==> src/hw/rtl/gss_pkg.sv <==
// Shared types, constants and register map of the gadget subgaussian sampler.
package gss_pkg;

  // Default values of the top level parameters.
  localparam int MAX_DIGITS_DEF = 64;
  localparam int FRAC_BITS_DEF  = 32;
  localparam int RAND_BITS_DEF  = 24;

  // Fixed field widths.
  localparam int MOD_W     = 64;
  localparam int VAL_W     = 64;
  localparam int BASE_W    = 21;
  localparam int K_W       = 7;
  localparam int DIG_W     = 20;
  localparam int COSET_W   = 42;
  localparam int IP_W      = 42;
  localparam int OUT_W     = 41;
  localparam int OIDX_W    = 6;
  localparam int XLIM_BITS = 40;
  localparam int SUM_W     = 66;

  localparam logic [BASE_W-1:0] BASE_MIN = BASE_W'(2);
  localparam logic [BASE_W-1:0] BASE_MAX = BASE_W'(1) << 20;
  localparam logic [K_W-1:0]    K_MIN    = K_W'(2);

  // Command queue between the front and back parts.
  localparam int QDEPTH = 2;

  // Configuration port.
  localparam int CFG_AW = 5;
  localparam int CFG_DW = 64;
  localparam logic [1:0] REG_MODULUS = 2'd0;
  localparam logic [1:0] REG_BASE    = 2'd1;
  localparam logic [1:0] REG_DIGITS  = 2'd2;

  localparam logic [MOD_W-1:0]  MODULUS_RST = 64'd4294967291;
  localparam logic [BASE_W-1:0] BASE_RST    = 21'd2;
  localparam logic [K_W-1:0]    DIGITS_RST  = 7'd32;

  typedef enum logic {
    CMD_VALUE,
    CMD_FRAC
  } cmd_kind_t;

  typedef struct packed {
    cmd_kind_t         kind;
    logic [VAL_W-1:0]  data;
  } gss_cmd_t;

  typedef struct packed {
    logic [MOD_W-1:0]  modulus;
    logic [BASE_W-1:0] base;
    logic [K_W-1:0]    num_digits;
  } cfg_t;

  typedef enum logic [3:0] {
    ST_IDLE,
    ST_VAL_GO,
    ST_DIG_INT,
    ST_DIG_FIX,
    ST_FR_RD,
    ST_FR_DATA,
    ST_FR_DIV,
    ST_FR_MUL,
    ST_FR_FIN,
    ST_OUT_RD,
    ST_OUT_MUL,
    ST_OUT_SUM
  } core_state_t;

endpackage

==> src/hw/rtl/gss_front.sv <==
// Front part: accepts input items, classifies them and queues them as commands.
module gss_front import gss_pkg::*; #(
  parameter int RAND_BITS = RAND_BITS_DEF
) (
  input  logic                 clk,
  input  logic                 rst,
  input  logic                 push,
  output logic                 full,
  input  logic                 req_type,
  input  logic [VAL_W-1:0]     value,
  input  logic [RAND_BITS-1:0] rand_fraction,
  output logic                 cmd_valid,
  output gss_cmd_t             cmd,
  input  logic                 cmd_pop
);

  localparam int PTR_W = $clog2(QDEPTH);
  localparam int CNT_W = $clog2(QDEPTH + 1);

  gss_cmd_t         q_mem [QDEPTH];
  logic [PTR_W-1:0] wptr;
  logic [PTR_W-1:0] rptr;
  logic [CNT_W-1:0] count;
  gss_cmd_t         in_cmd;
  logic             do_push;
  logic             do_pop;

  // Classify the incoming transaction.
  always_comb begin
    in_cmd.kind = req_type ? CMD_FRAC : CMD_VALUE;
    in_cmd.data = req_type ? VAL_W'(rand_fraction) : value;
  end

  assign full      = count == CNT_W'(QDEPTH);
  assign cmd_valid = count != '0;
  assign cmd       = q_mem[rptr];
  assign do_push   = push && !full;
  assign do_pop    = cmd_pop && cmd_valid;

  // Queue storage.
  always_ff @(posedge clk) begin
    if (do_push) begin
      q_mem[wptr] <= in_cmd;
    end
  end

  // Queue pointers and fill level.
  always_ff @(posedge clk) begin
    if (rst) begin
      wptr  <= '0;
      rptr  <= '0;
      count <= '0;
    end else begin
      if (do_push) begin
        wptr <= wptr + PTR_W'(1);
      end
      if (do_pop) begin
        rptr <= rptr + PTR_W'(1);
      end
      if (do_push && !do_pop) begin
        count <= count + CNT_W'(1);
      end else if (do_pop && !do_push) begin
        count <= count - CNT_W'(1);
      end
    end
  end

endmodule

==> config.mk <==
export PLATFORM = sky130hd
export DESIGN_NAME = gss_front
export DESIGN_NICKNAME = d
export VERILOG_FILES = /design/src/hw/rtl/gss_pkg.sv /design/src/hw/rtl/gss_front.sv
export SDC_FILE = /design/constraint.sdc
export NUM_CORES = 1
export LEC_CHECK = 0
export BUFFER_PORTS_ARGS = -buffer_cell sky130_fd_sc_hd__buf_2
export CAP_MARGIN = 5
export CELL_PAD_IN_SITES_DETAIL_PLACEMENT = 1
export CELL_PAD_IN_SITES_GLOBAL_PLACEMENT = 1
export CORE_MARGIN = 3
export CORE_UTILIZATION = 30
export DETAILED_ROUTE_END_ITERATION = 12
export GPL_TIMING_DRIVEN = 0
export PLACE_DENSITY_LB_ADDON = 0.1
export SLEW_MARGIN = 20
export SYNTH_ARGS = -nofsm -noshare
export SYNTH_HDL_FRONTEND = slang
export SYNTH_SLANG_ARGS = --single-unit
==> constraint.sdc <==
create_clock -name clk -period 4.7 [get_ports clk]
set_input_delay 0.235 -clock clk [delete_from_list [all_inputs] [get_ports clk]]
set_output_delay 0.235 -clock clk [all_outputs]
set_load 0.05 [all_outputs]
* Yosys cells after proc, flatten, opt, wreduce, memory -nomap -nowiden *
Memory sizes are Yosys's and may differ from the RTL's. A register that Yosys moved wholly into a read port is not among the register bits.
Cells that the tools add are included.

storage, ports and cells
  flip-flop bits (word level) = 4
  memories = 1
  bits in writable memories = 130
  input bits = 93
  logic and storage cells = 26

cells by class
  reductions and logical operators = 9
  mux-type cells = 8
  equal/unequal tests = 1
  add/sub/neg operators = 4

memory list
  name   words  width  read ports  clocked after memory_dff  write ports  RTL line         source
  q_mem  2      65     1           1                         1            gss_front.sv:20  gss_cmd_t q_mem [QDEPTH];

operators with widths
  operator                                                             number
  64-bit 2-to-1 mux                                                    1
  1-bit 2-to-1 mux                                                     5
  1-bit logical AND                                                    4
  2-bit 2-to-1 mux                                                     2
  2-bit nonzero test                                                   2
  1-bit logical NOT                                                    3
  1-bit adder (second input constant)                                  2
  2-bit by 1-bit adder with 2-bit output (second input constant)       1
  2-bit equality test (second input constant)                          1
  2-bit by 1-bit subtractor with 2-bit output (second input constant)  1

* Longest topological paths before layout *
Gate-level depths: netlist of the first run.

  depth in word-level cells = 7
  depth in mapped cells = 6

* Worst setup path before layout of the first run *
OpenSTA, ideal clock, no wires.

  path kind = register -> register
  from = reg count[1]
  to = mem q_mem[1][0] (netlist bit), enable pin
  period minus slack after synthesis = 2.698 ns
  library setup time = 0.430 ns
  arrival = 2.268 ns
  stages on the path, launching flop included = 4
  path buffers = 0
  setup slack = 2.002 ns
  cell sequence = dfxtp_1 > nor2b_2 > nor2_1 > and2_1

on the way
  word-level cells in the longest chain between the ends = 5

ends and longest elaborated chain
  item                                    RTL line         source
  from (decl)                             gss_front.sv:23  logic [CNT_W-1:0] count;
  from (signal assigned)                  gss_front.sv:61  count <= count + CNT_W'(1);
  from (signal assigned)                  gss_front.sv:63  count <= count - CNT_W'(1);
  2-bit equality test                     gss_front.sv:34  assign full = count == CNT_W'(QDEPTH);
  named net full                          gss_front.sv:8   output logic full,
  1-bit logical NOT                       gss_front.sv:37  assign do_push = push && !full;
  1-bit logical AND                       gss_front.sv:37
  named net do_push                       gss_front.sv:25  logic do_push;
  1-bit 2-to-1 mux                        gss_front.sv:42  if (do_push) begin
  1-bit 2-to-1 mux (not written as such)  gss_front.sv:43  q_mem[wptr] <= in_cmd;
  to (decl)                               gss_front.sv:20

The timed path passes the listed nets, and every way through them passes these cells.

==> results of run 1 <==
==> final cells by class <==
cell class	instances	area [um2]
buffer	14	82.6
clock buffer	31	561
clock inverter	1	5.00
fill	1816	10400
inverter	2	10.0
multi-input combinational	147	1370
sequential	135	4000
tap	225	282
timing repair buffer	161	836
==> cell families (layout without fill, tap and decap cells) <==
logic type      after synthesis  count (layout)  synth area share (%)
flops                       135             135                  73.3
mux                          89              89                  18.4
simple gates                 49              49                  5.48
buf+inv                      16             209                  1.65
compound gates                5               5                 0.458
xor+xnor                      3               3                 0.481
fa+ha+maj                     1               1                 0.229
==> registers in the layout, summed over array words and instances, names as in the netlist, named ones only <==
register	cells
wptr	1
q_mem	130
count	2
rptr	1
==> critical path, cell delays in order, from the launching register on <==
cell,delay [ns]
dfxtp_1,0.33
buf_2,0.26
buf_4,0.26
mux2_2,0.36
buf_2,0.21
==> layout by cell type (no fill, tap or decap) <==
cell type | Yosys | routed
buf_2 | 3 | 162
edfxtp_1 | 130 | 130
mux2_2 | 89 | 89
nor2b_1 | 40 | 40
clkbuf_16 | 0 | 19
clkbuf_1 | 4 | 12
buf_4 | 7 | 7
dfxtp_1 | 5 | 5
nor2_1 | 4 | 4
clkbuf_8 | 0 | 4
o21ai_0 | 3 | 3
xor2_1 | 3 | 3
or3_1 | 2 | 2
a21oi_1 | 2 | 2
buf_12 | 0 | 2
inv_1 | 2 | 1
nor2b_2 | 1 | 1
or2_2 | 1 | 1
and2_4 | 0 | 1
inv_4 | 0 | 1
ha_1 | 1 | 1
clkinv_2 | 0 | 1
==> power by group <==
part	total [mW]	internal [mW]	switching, mW
combinational	1.53	0.439	1.09
sequential	1.57	1.52	0.0407
clock	1.26	0.795	0.463
==> stage by stage <==
step | cells | utilization, % | setup slack [ns] | power [mW]
6_report | 716 | 40.8 | 2.62 | 4.35
5_1_grt | 716 | 40.8 | 2.49 | 4.56
4_1_cts | 716 | 40.8 | 2.54 | 4.44
3_5_place_dp | 684 | 37.5 | 2.76 | 3.16
3_3_place_gp | 682 | 37.3 | 0.898 | 3.14
2_1_floorplan | 298 | - | 2.00 | 2.77
==> layer usage <==
layer,wire length [um],track usage [%]
met1,4940,14.2
met2,6090,21.5
met3,927,5.36
met4,148,4.74
met5,13,0
==> final timing paths <==
path,end,slack (ns),from,cells past startpoint
min reg2reg,wptr,0.49,wptr,2
min,q_mem[1][64],0.03,req_type,1
max reg2reg,q_mem[0][31],2.81,count[1],4
max,cmd[28],2.62,register,4
==> out/qor.yml, run 1 <==
antenna_found_initial: 1
setup_viol: 0
power_leakage_nw: 2.75
grt_max_degree: 36
max_slew_margin_pct: 61.4
yosysMostFrequentCell: "edfxtp_1"
synth_ff_type: "edfxtp_1"
tightestPinTransition_ns: 0.579
syn_to_final_growth_pct: 30.9
drtIter0Drc: 117
max_freq_mhz: 482
grt_pass1_wl_mm: 18.9
numPortBuffers: 159
yosys.area.top_type: "edfxtp_1"
crit_required_ns: 4.47
grt_overflow: 0
cts_buffers: 17
ys_async_sr_fraction_pct: 0
cts.sinks: 135
vias: 3150
clk_pin_slew_worst_paths_ns: 0.06
slew_violations: 0
ctsHtreeMaxLevel: 4
crit_path_start_kind: "register"
postLayoutCellArea_um2: 7150
hold_viol_final: 0
clock_latency_ns: 0.41
grt_pass1_vias: 3579
initial_core_util_pct: 31.1
status: "finished, final reports clean"
place_area_um2: 6580
max_cap_viol_count: 0
detail_route.first_pass.iterations: 4
crit_type: "register to primary output"
rsz0062_at_grt: "no"
ys_ff_latch: 135
ys_types: 17
gp_congestion: 0.709
yosys_warnings: 0
dp_hpwl_mm: 8.22
post_cts_buffers: 0
period_needed_ns: 2.08
critPathArrivalTime_ns: 1.84
synth_edf_count: 130
wl_per_cell_um: 16.9
postCtsHoldBufs: 0
clockBufferDepth: 2
synthTopCellsByArea: "edfxtp_1 (72%), mux2_2 (18%), nor2b_1 (4.6%), dfxtp_1 (1.8%), buf_4 (0.96%)"
wirelength_mm: 12.1
powerDensity_nw_per_um2: 609
fin_setup_tns_ns: 0
yosys-top-cells-count: "edfxtp_1 (130), mux2_2 (89), nor2b_1 (40)"
grt_usage_pct: 12.7
syn_inst: 298
period_share_pct: 44.2
die_w_um: 141
ir_worst_vdd_mv: 0.287
die_h_um: 141
drive_above_1_share_pct: 58.7
ctsResizeCount: 0
hp-class: "input pin to register"
postRouteAntennaNets: 0
antennaDiodeCount: 0
cts_root_buf: "clkbuf_16"
fp-row-count: 48
netlist_area_um2: 5460
worstPathMaxFanout: 10
drc: 0
synth_nets: 392
whs_ns: 0.0282
ys_seq_area_share_pct: 73.3
core_um2: 17500
cts_tree: "done"
setup.worst_path.end_class: "primary output"
viasPerCell: 4.40
synth.avg_cell_area_um2: 18.3
final_nets: 572
synthDominantCellAreaShare_pct: 71.5
dieArea_um2: 19900
fin_worst_skew_ns: 0.00532
ioPinCount: 160
Power figures use the tool's default switching activity.
==> inputs of run 2 (changes only) <==
==> constraint.sdc (replaced) <==
create_clock -name clk -period 1.8 [get_ports clk]
set_input_delay 0.09 -clock clk [delete_from_list [all_inputs] [get_ports clk]]
set_output_delay 0.09 -clock clk [all_outputs]
set_load 0.05 [all_outputs]
==> run 2 against run 1 <==
Against the previous run:
- critical path depth is the same
- utilization increased by 2.4 points
- cell area rose by 6.0%
- sequential power grew to 2.6 times the previous value
- non-clock buffer count is 32 higher
- register-to-register slack worse by 2.7 ns
- final cell count grew 4.6%
- largest power group is now combinational logic
- highest routed layer is now met4
==> out/qor.yml, run 2 (synthesis gave the netlist of run 1 again) <==
cts_root_buf: "clkbuf_16"  # unchanged
fin_worst_skew_ns: 0.00644  # was 0.00532 ns
clockBufferDepth: 2  # unchanged
grt_max_degree: 34  # was 36
hold_viol_final: 0  # unchanged
switching_power_mw: 4.23  # was 1.59 mW
period_share_pct: 95.0
setup.worst_path.end_class: "primary output"  # unchanged
power_mw: 11.6  # was 4.35 mW
crit_required_ns: 1.71  # was 4.47 ns
grt_pass1_wl_mm: 19.5  # was 18.9 mm
ioPinCount: 160  # unchanged
final_common_cell: "buf_2"  # unchanged
dp_hpwl_mm: 8.20  # was 8.22 mm
grt_overflow: 0  # unchanged
clock_power_share_pct: 27.6  # was 28.9%
max_freq_mhz: 585
wl_per_cell_um: 16.8  # was 16.9 um
viasPerCell: 4.35  # was 4.40
hp-class: "input pin to register"  # unchanged
wirelength_mm: 12.6  # was 12.1 mm
die_w_um: 141  # unchanged
whs_ns: 0.0143  # was 0.0282 ns
setup_viol: 0  # unchanged
grt_pass1_vias: 3669  # was 3579
gp_congestion: 0.698  # was 0.709
grt_usage_pct: 13.1  # was 12.7%
critPathArrivalTime_ns: 1.62  # was 1.84 ns
rsz0062_at_grt: "no"  # unchanged
postRouteAntennaNets: 0  # unchanged
max_slew_margin_pct: 64.6  # was 61.4%
ctsHtreeMaxLevel: 4  # unchanged
worstPathMaxFanout: 10  # unchanged
period_needed_ns: 1.71
crit_type: "register to primary output"  # unchanged
powerDensity_nw_per_um2: 1530  # was 609 nW/um2
slew_violations: 0  # unchanged
drtIter0Drc: 113  # was 117
tightestPinTransition_ns: 0.531  # was 0.579 ns
core_um2: 17500  # unchanged
dpl.cell_count: 684  # unchanged
internal_power_mw: 7.36  # was 2.76 mW
die_h_um: 141  # unchanged
slowest_stage: "dfxtp_2"  # was mux2_2
top_regs: "q_mem: 130 flops, count: 2 flops"  # unchanged
instances_no_fill: 749  # was 716
netSwitchingFraction_pct: 36.5  # was 36.6%
setup_ws_ns: 0.0899  # was 2.62 ns
path_cells: "buf_8 > buf_8 > mux2_2 > buf_2"  # was buf_2 > buf_4 > mux2_2 > buf_2
syn_to_final_growth_pct: 38.7  # was 30.9%
dieArea_um2: 19900  # unchanged
drive_above_1_share_pct: 57.3  # was 58.7%
power_leakage_nw: 2.90  # was 2.75 nW
antenna_found_initial: 0  # was 1
layout.core_utilization_pct: 43.2  # was 40.8%
cts.sinks: 135  # unchanged
max_cap_viol_count: 0  # unchanged
cts_buffers: 17  # unchanged
drc: 0  # unchanged
clock_latency_ns: 0.40  # was 0.41 ns
fp-row-count: 48  # unchanged
status: "finished, final reports clean"  # unchanged
combinationalPowerShare_pct: 36.9  # was 35.1%
vias: 3261  # was 3150
cts_tree: "done"  # unchanged
antennaDiodeCount: 0  # unchanged
mostFrequentLayoutCells: "buf_2 (147), edfxtp_1 (130), mux2_2 (89), nor2b_1 (40), dlygate4sd3_1 (30)"  # was buf_2 (162), edfxtp_1 (130), mux2_2 (89), nor2b_1 (40), clkbuf_16 (19)
numPortBuffers: 159  # unchanged
post-place-ws_ns: -0.105  # was 2.76 ns
largest_register_ffs: 130  # unchanged
worst_path_most_repeated_cell: "buf_8"  # was buf_2
clk_pin_slew_worst_paths_ns: 0.06  # about the same
detail_route.first_pass.iterations: 4  # unchanged
path_buf_inv: 3  # unchanged
regMostFlops: "q_mem"  # unchanged
final_nets: 605  # was 572
pwr-share-seq_pct: 35.5  # was 36.0%
cp_top_family: "buffers and inverters"  # unchanged
initial_core_util_pct: 31.1  # unchanged
max_stage_delay_ns: 0.34  # was 0.36 ns
crit_path_start_kind: "register"  # unchanged
ir_worst_vdd_mv: 0.895  # was 0.287 mV
[run 2: worst paths after layout]
path	start	to	slack, ns	cells after the start
worst max-delay path	register	cmd[26]	0.09	4
worst min-delay path	value[16]	q_mem[0][16]	0.01	2
worst max register to register	count[1]	q_mem[0][38]	0.13	4
worst min register to register	count[1]	count[1]	0.51	2
[run 2: worst register-to-register path: stages (launching register included)]
cell	delay, ns
dfxtp_2	0.33
nor2b_4	0.14
or3_4	0.38
clkinvlp_4	0.24
buf_12	0.24
[run 2: layout make-up]
cell class / instances / area (um2)
well taps: 225 / 282
plain buffers: 14 / 138
clock buffers: 26 / 520
clock inverters: 6 / 41.3
inverters: 2 / 11.3
repair buffers: 193 / 1180
multi-input cells: 148 / 1390
fillers: 1784 / 9960
flip-flops and latches: 135 / 4010
[run 2: repair_timing]
item,4_1_cts,5_1_grt
cloned,1,0
setup buffers,2,0
hold endpoints to repair,39,0
endpoints found under the setup margin,115,121
pin swaps,0,0
hold buffers,30,0
resized for setup,18,14
[run 2: metal layers]
layer | global-route usage [%] | routed length (um)
met5 | 0 | 0
met4 | 5.05 | 163
met3 | 4.78 | 862
met2 | 22.9 | 6470
met1 | 14.5 | 5100
[run 2: power by group through the flow]
stage | sequential [mW] | clock (mW) | combinational, mW
finish | 4.11 | 3.20 | 4.27
global route | 4.15 | 3.45 | 4.54
CTS | 4.11 | 3.31 | 4.30
global placement | 4.17 | 0 | 4.03
floorplan | 4.14 | 0 | 3.12
detailed placement | 4.17 | 0 | 4.10
[run 2: through the flow]
| stage | area [um2] | TNS (ns) |
|---|---|---|
| 2_1_floorplan | 5480 | -25.87 |
| 3_3_place_gp | 6560 | -66.01 |
| 3_5_place_dp | 6600 | -6.53 |
| 4_1_cts | 7530 | 0 |
| 5_1_grt | 7570 | 0 |
| 6_report | 7570 | 0 |
==> inputs of run 3 (changes only) <==
--- a/config.mk
+++ b/config.mk
@@ -14,6 +14,7 @@
 export DETAILED_ROUTE_END_ITERATION = 12
 export GPL_TIMING_DRIVEN = 0
 export PLACE_DENSITY_LB_ADDON = 0.1
+export RECOVER_POWER = 25
 export SLEW_MARGIN = 20
 export SYNTH_ARGS = -nofsm -noshare
 export SYNTH_HDL_FRONTEND = slang
==> run 3 against run 2 <==
Against the previous run:
- die area unchanged
- fmax is 0.12% lower
- register-to-register slack worse by 0.04 ns
- highest routed layer unchanged
==> out/qor.yml, run 3 (synthesis gave the netlist of run 1 again) <==
antenna_found_initial: 0  # unchanged
die_h_um: 141  # unchanged
wl_per_cell_um: 16.8  # about the same
whs_ns: 0.00770  # was 0.0143 ns
ctsHtreeMaxLevel: 4  # unchanged
period_needed_ns: 1.71  # about the same
initial_core_util_pct: 31.1  # unchanged
grt.busiest_layer: "met2"  # unchanged
core_um2: 17500  # unchanged
clk_pin_slew_worst_paths_ns: 0.06  # about the same
numPortBuffers: 159  # unchanged
dpl.cell_count: 684  # unchanged
viasPerCell: 4.36  # was 4.35
post-place-ws_ns: -0.105  # unchanged
max_slew_margin_pct: 60.3  # was 64.6%
vias: 3266  # was 3261
critPathArrivalTime_ns: 1.62  # about the same
dieArea_um2: 19900  # unchanged
cts.sinks: 135  # unchanged
layout.core_utilization_pct: 43.1  # was 43.2%
hold_viol_final: 0  # unchanged
fin_worst_skew_ns: 0.00639  # was 0.00644 ns
clockBufferDepth: 2  # unchanged
grt_usage_pct: 13.1  # unchanged
dp_hpwl_mm: 8.20  # unchanged
crit_required_ns: 1.71  # about the same
final_nets: 605  # unchanged
ir_worst_vdd_mv: 0.892  # was 0.895 mV
postLayoutCellArea_um2: 7560  # was 7570 um2
crit_type: "register to primary output"  # unchanged
drc: 0  # unchanged
regMostFlops: "q_mem"  # unchanged
tightestPinTransition_ns: 0.599  # was 0.531 ns
setup_ws_ns: 0.0879  # was 0.0899 ns
mostFrequentLayoutCells: "buf_2 (144), edfxtp_1 (130), mux2_2 (82), nor2b_1 (40), dlygate4sd3_1 (30)"  # was buf_2 (147), edfxtp_1 (130), mux2_2 (89), nor2b_1 (40), dlygate4sd3_1 (30)
final_common_cell: "buf_2"  # unchanged
gr-usage-met1_pct: 14.5  # unchanged
cts_tree: "done"  # unchanged
met3_usage_pct: 4.78  # unchanged
instances_no_fill: 749  # unchanged
setup.worst_path.end_class: "primary output"  # unchanged
gp_congestion: 0.698  # unchanged
hp-class: "input pin to register"  # unchanged
powerDensity_nw_per_um2: 1530  # about the same
postRouteAntennaNets: 0  # unchanged
cts_root_buf: "clkbuf_16"  # unchanged
setup_viol: 0  # unchanged
place_area_um2: 6600  # unchanged
worstPathMaxFanout: 10  # unchanged
max_freq_mhz: 584  # was 585 MHz
die_w_um: 141  # unchanged
detail_route.first_pass.iterations: 4  # unchanged
cts_buffers: 17  # unchanged
drtIter0Drc: 120  # was 113
max_cap_viol_count: 0  # unchanged
syn_to_final_growth_pct: 38.6  # was 38.7%
drive_above_1_share_pct: 55.2  # was 57.3%
wirelength_mm: 12.6  # about the same
crit_path_start_kind: "register"  # unchanged
grt_overflow: 0  # unchanged
fp-row-count: 48  # unchanged
fin_setup_tns_ns: 0  # unchanged
largest_register_ffs: 130  # unchanged
period_share_pct: 95.1  # was 95.0%
antennaDiodeCount: 0  # unchanged
power_leakage_nw: 2.89  # was 2.90 nW
power_mw: 11.6  # about the same
clock_latency_ns: 0.40  # about the same
top_regs: "q_mem: 130 flops, count: 2 flops"  # unchanged
slew_violations: 0  # unchanged
status: "finished, final reports clean"  # unchanged
ioPinCount: 160  # unchanged
grt_pass1_vias: 3669  # unchanged
grtUsageMet2_pct: 22.9  # unchanged
rsz0062_at_grt: "no"  # unchanged
grt_max_degree: 34  # unchanged
grt_pass1_wl_mm: 19.5  # unchanged
==> run 3: per-layer routing <==
| layer | part of all wire (%) | up-vias |
|---|---|---|
| met5 | 0 | - |
| met4 | 1.3 | 0 |
| met3 | 7.0 | 11 |
| met2 | 51 | 106 |
| met1 | 40 | 1594 |
| li1 | - | 1555 |
==> run 3: layout make-up <==
cell class / count / area [um2]
clock buffer: 26 / 520
multi-input combinational: 148 / 1380
tap: 225 / 282
fill: 1788 / 9970
buffer: 14 / 138
clock inverter: 6 / 41.3
inverter: 2 / 11.3
sequential: 135 / 4010
timing repair buffer: 193 / 1180
==> run 3: path summary, 6_finish.rpt <==
check / depth (start not counted) / from / to / slack [ns]
worst max-delay path: 4 / register / cmd[35] / 0.09
worst min-delay path: 2 / value[16] / q_mem[0][16] / 0.008
worst max register to register: 4 / count[1] / q_mem[0][38] / 0.09
worst min register to register: 2 / count[1] / count[1] / 0.51
==> run 3: what timing repair did <==
item | in CTS | in global routing
buffers inserted | 2 | 0
gates cloned | 1 | 0
setup endpoints to repair | 115 | 121
hold buffers | 30 | 0
hold endpoints to repair | 39 | 0
gates resized for setup | 18 | 14
==> run 3: worst max-delay path: stages, from the launching register on <==
cell	delay (ns)
dfxtp_2	0.34
buf_8	0.16
buf_8	0.15
mux2_2	0.34
clkbuf_4	0.21
==> run 3: power breakdown <==
part	switching [mW]	internal, mW
registers	0.121	3.99
clock network	1.21	1.99
logic	2.89	1.36
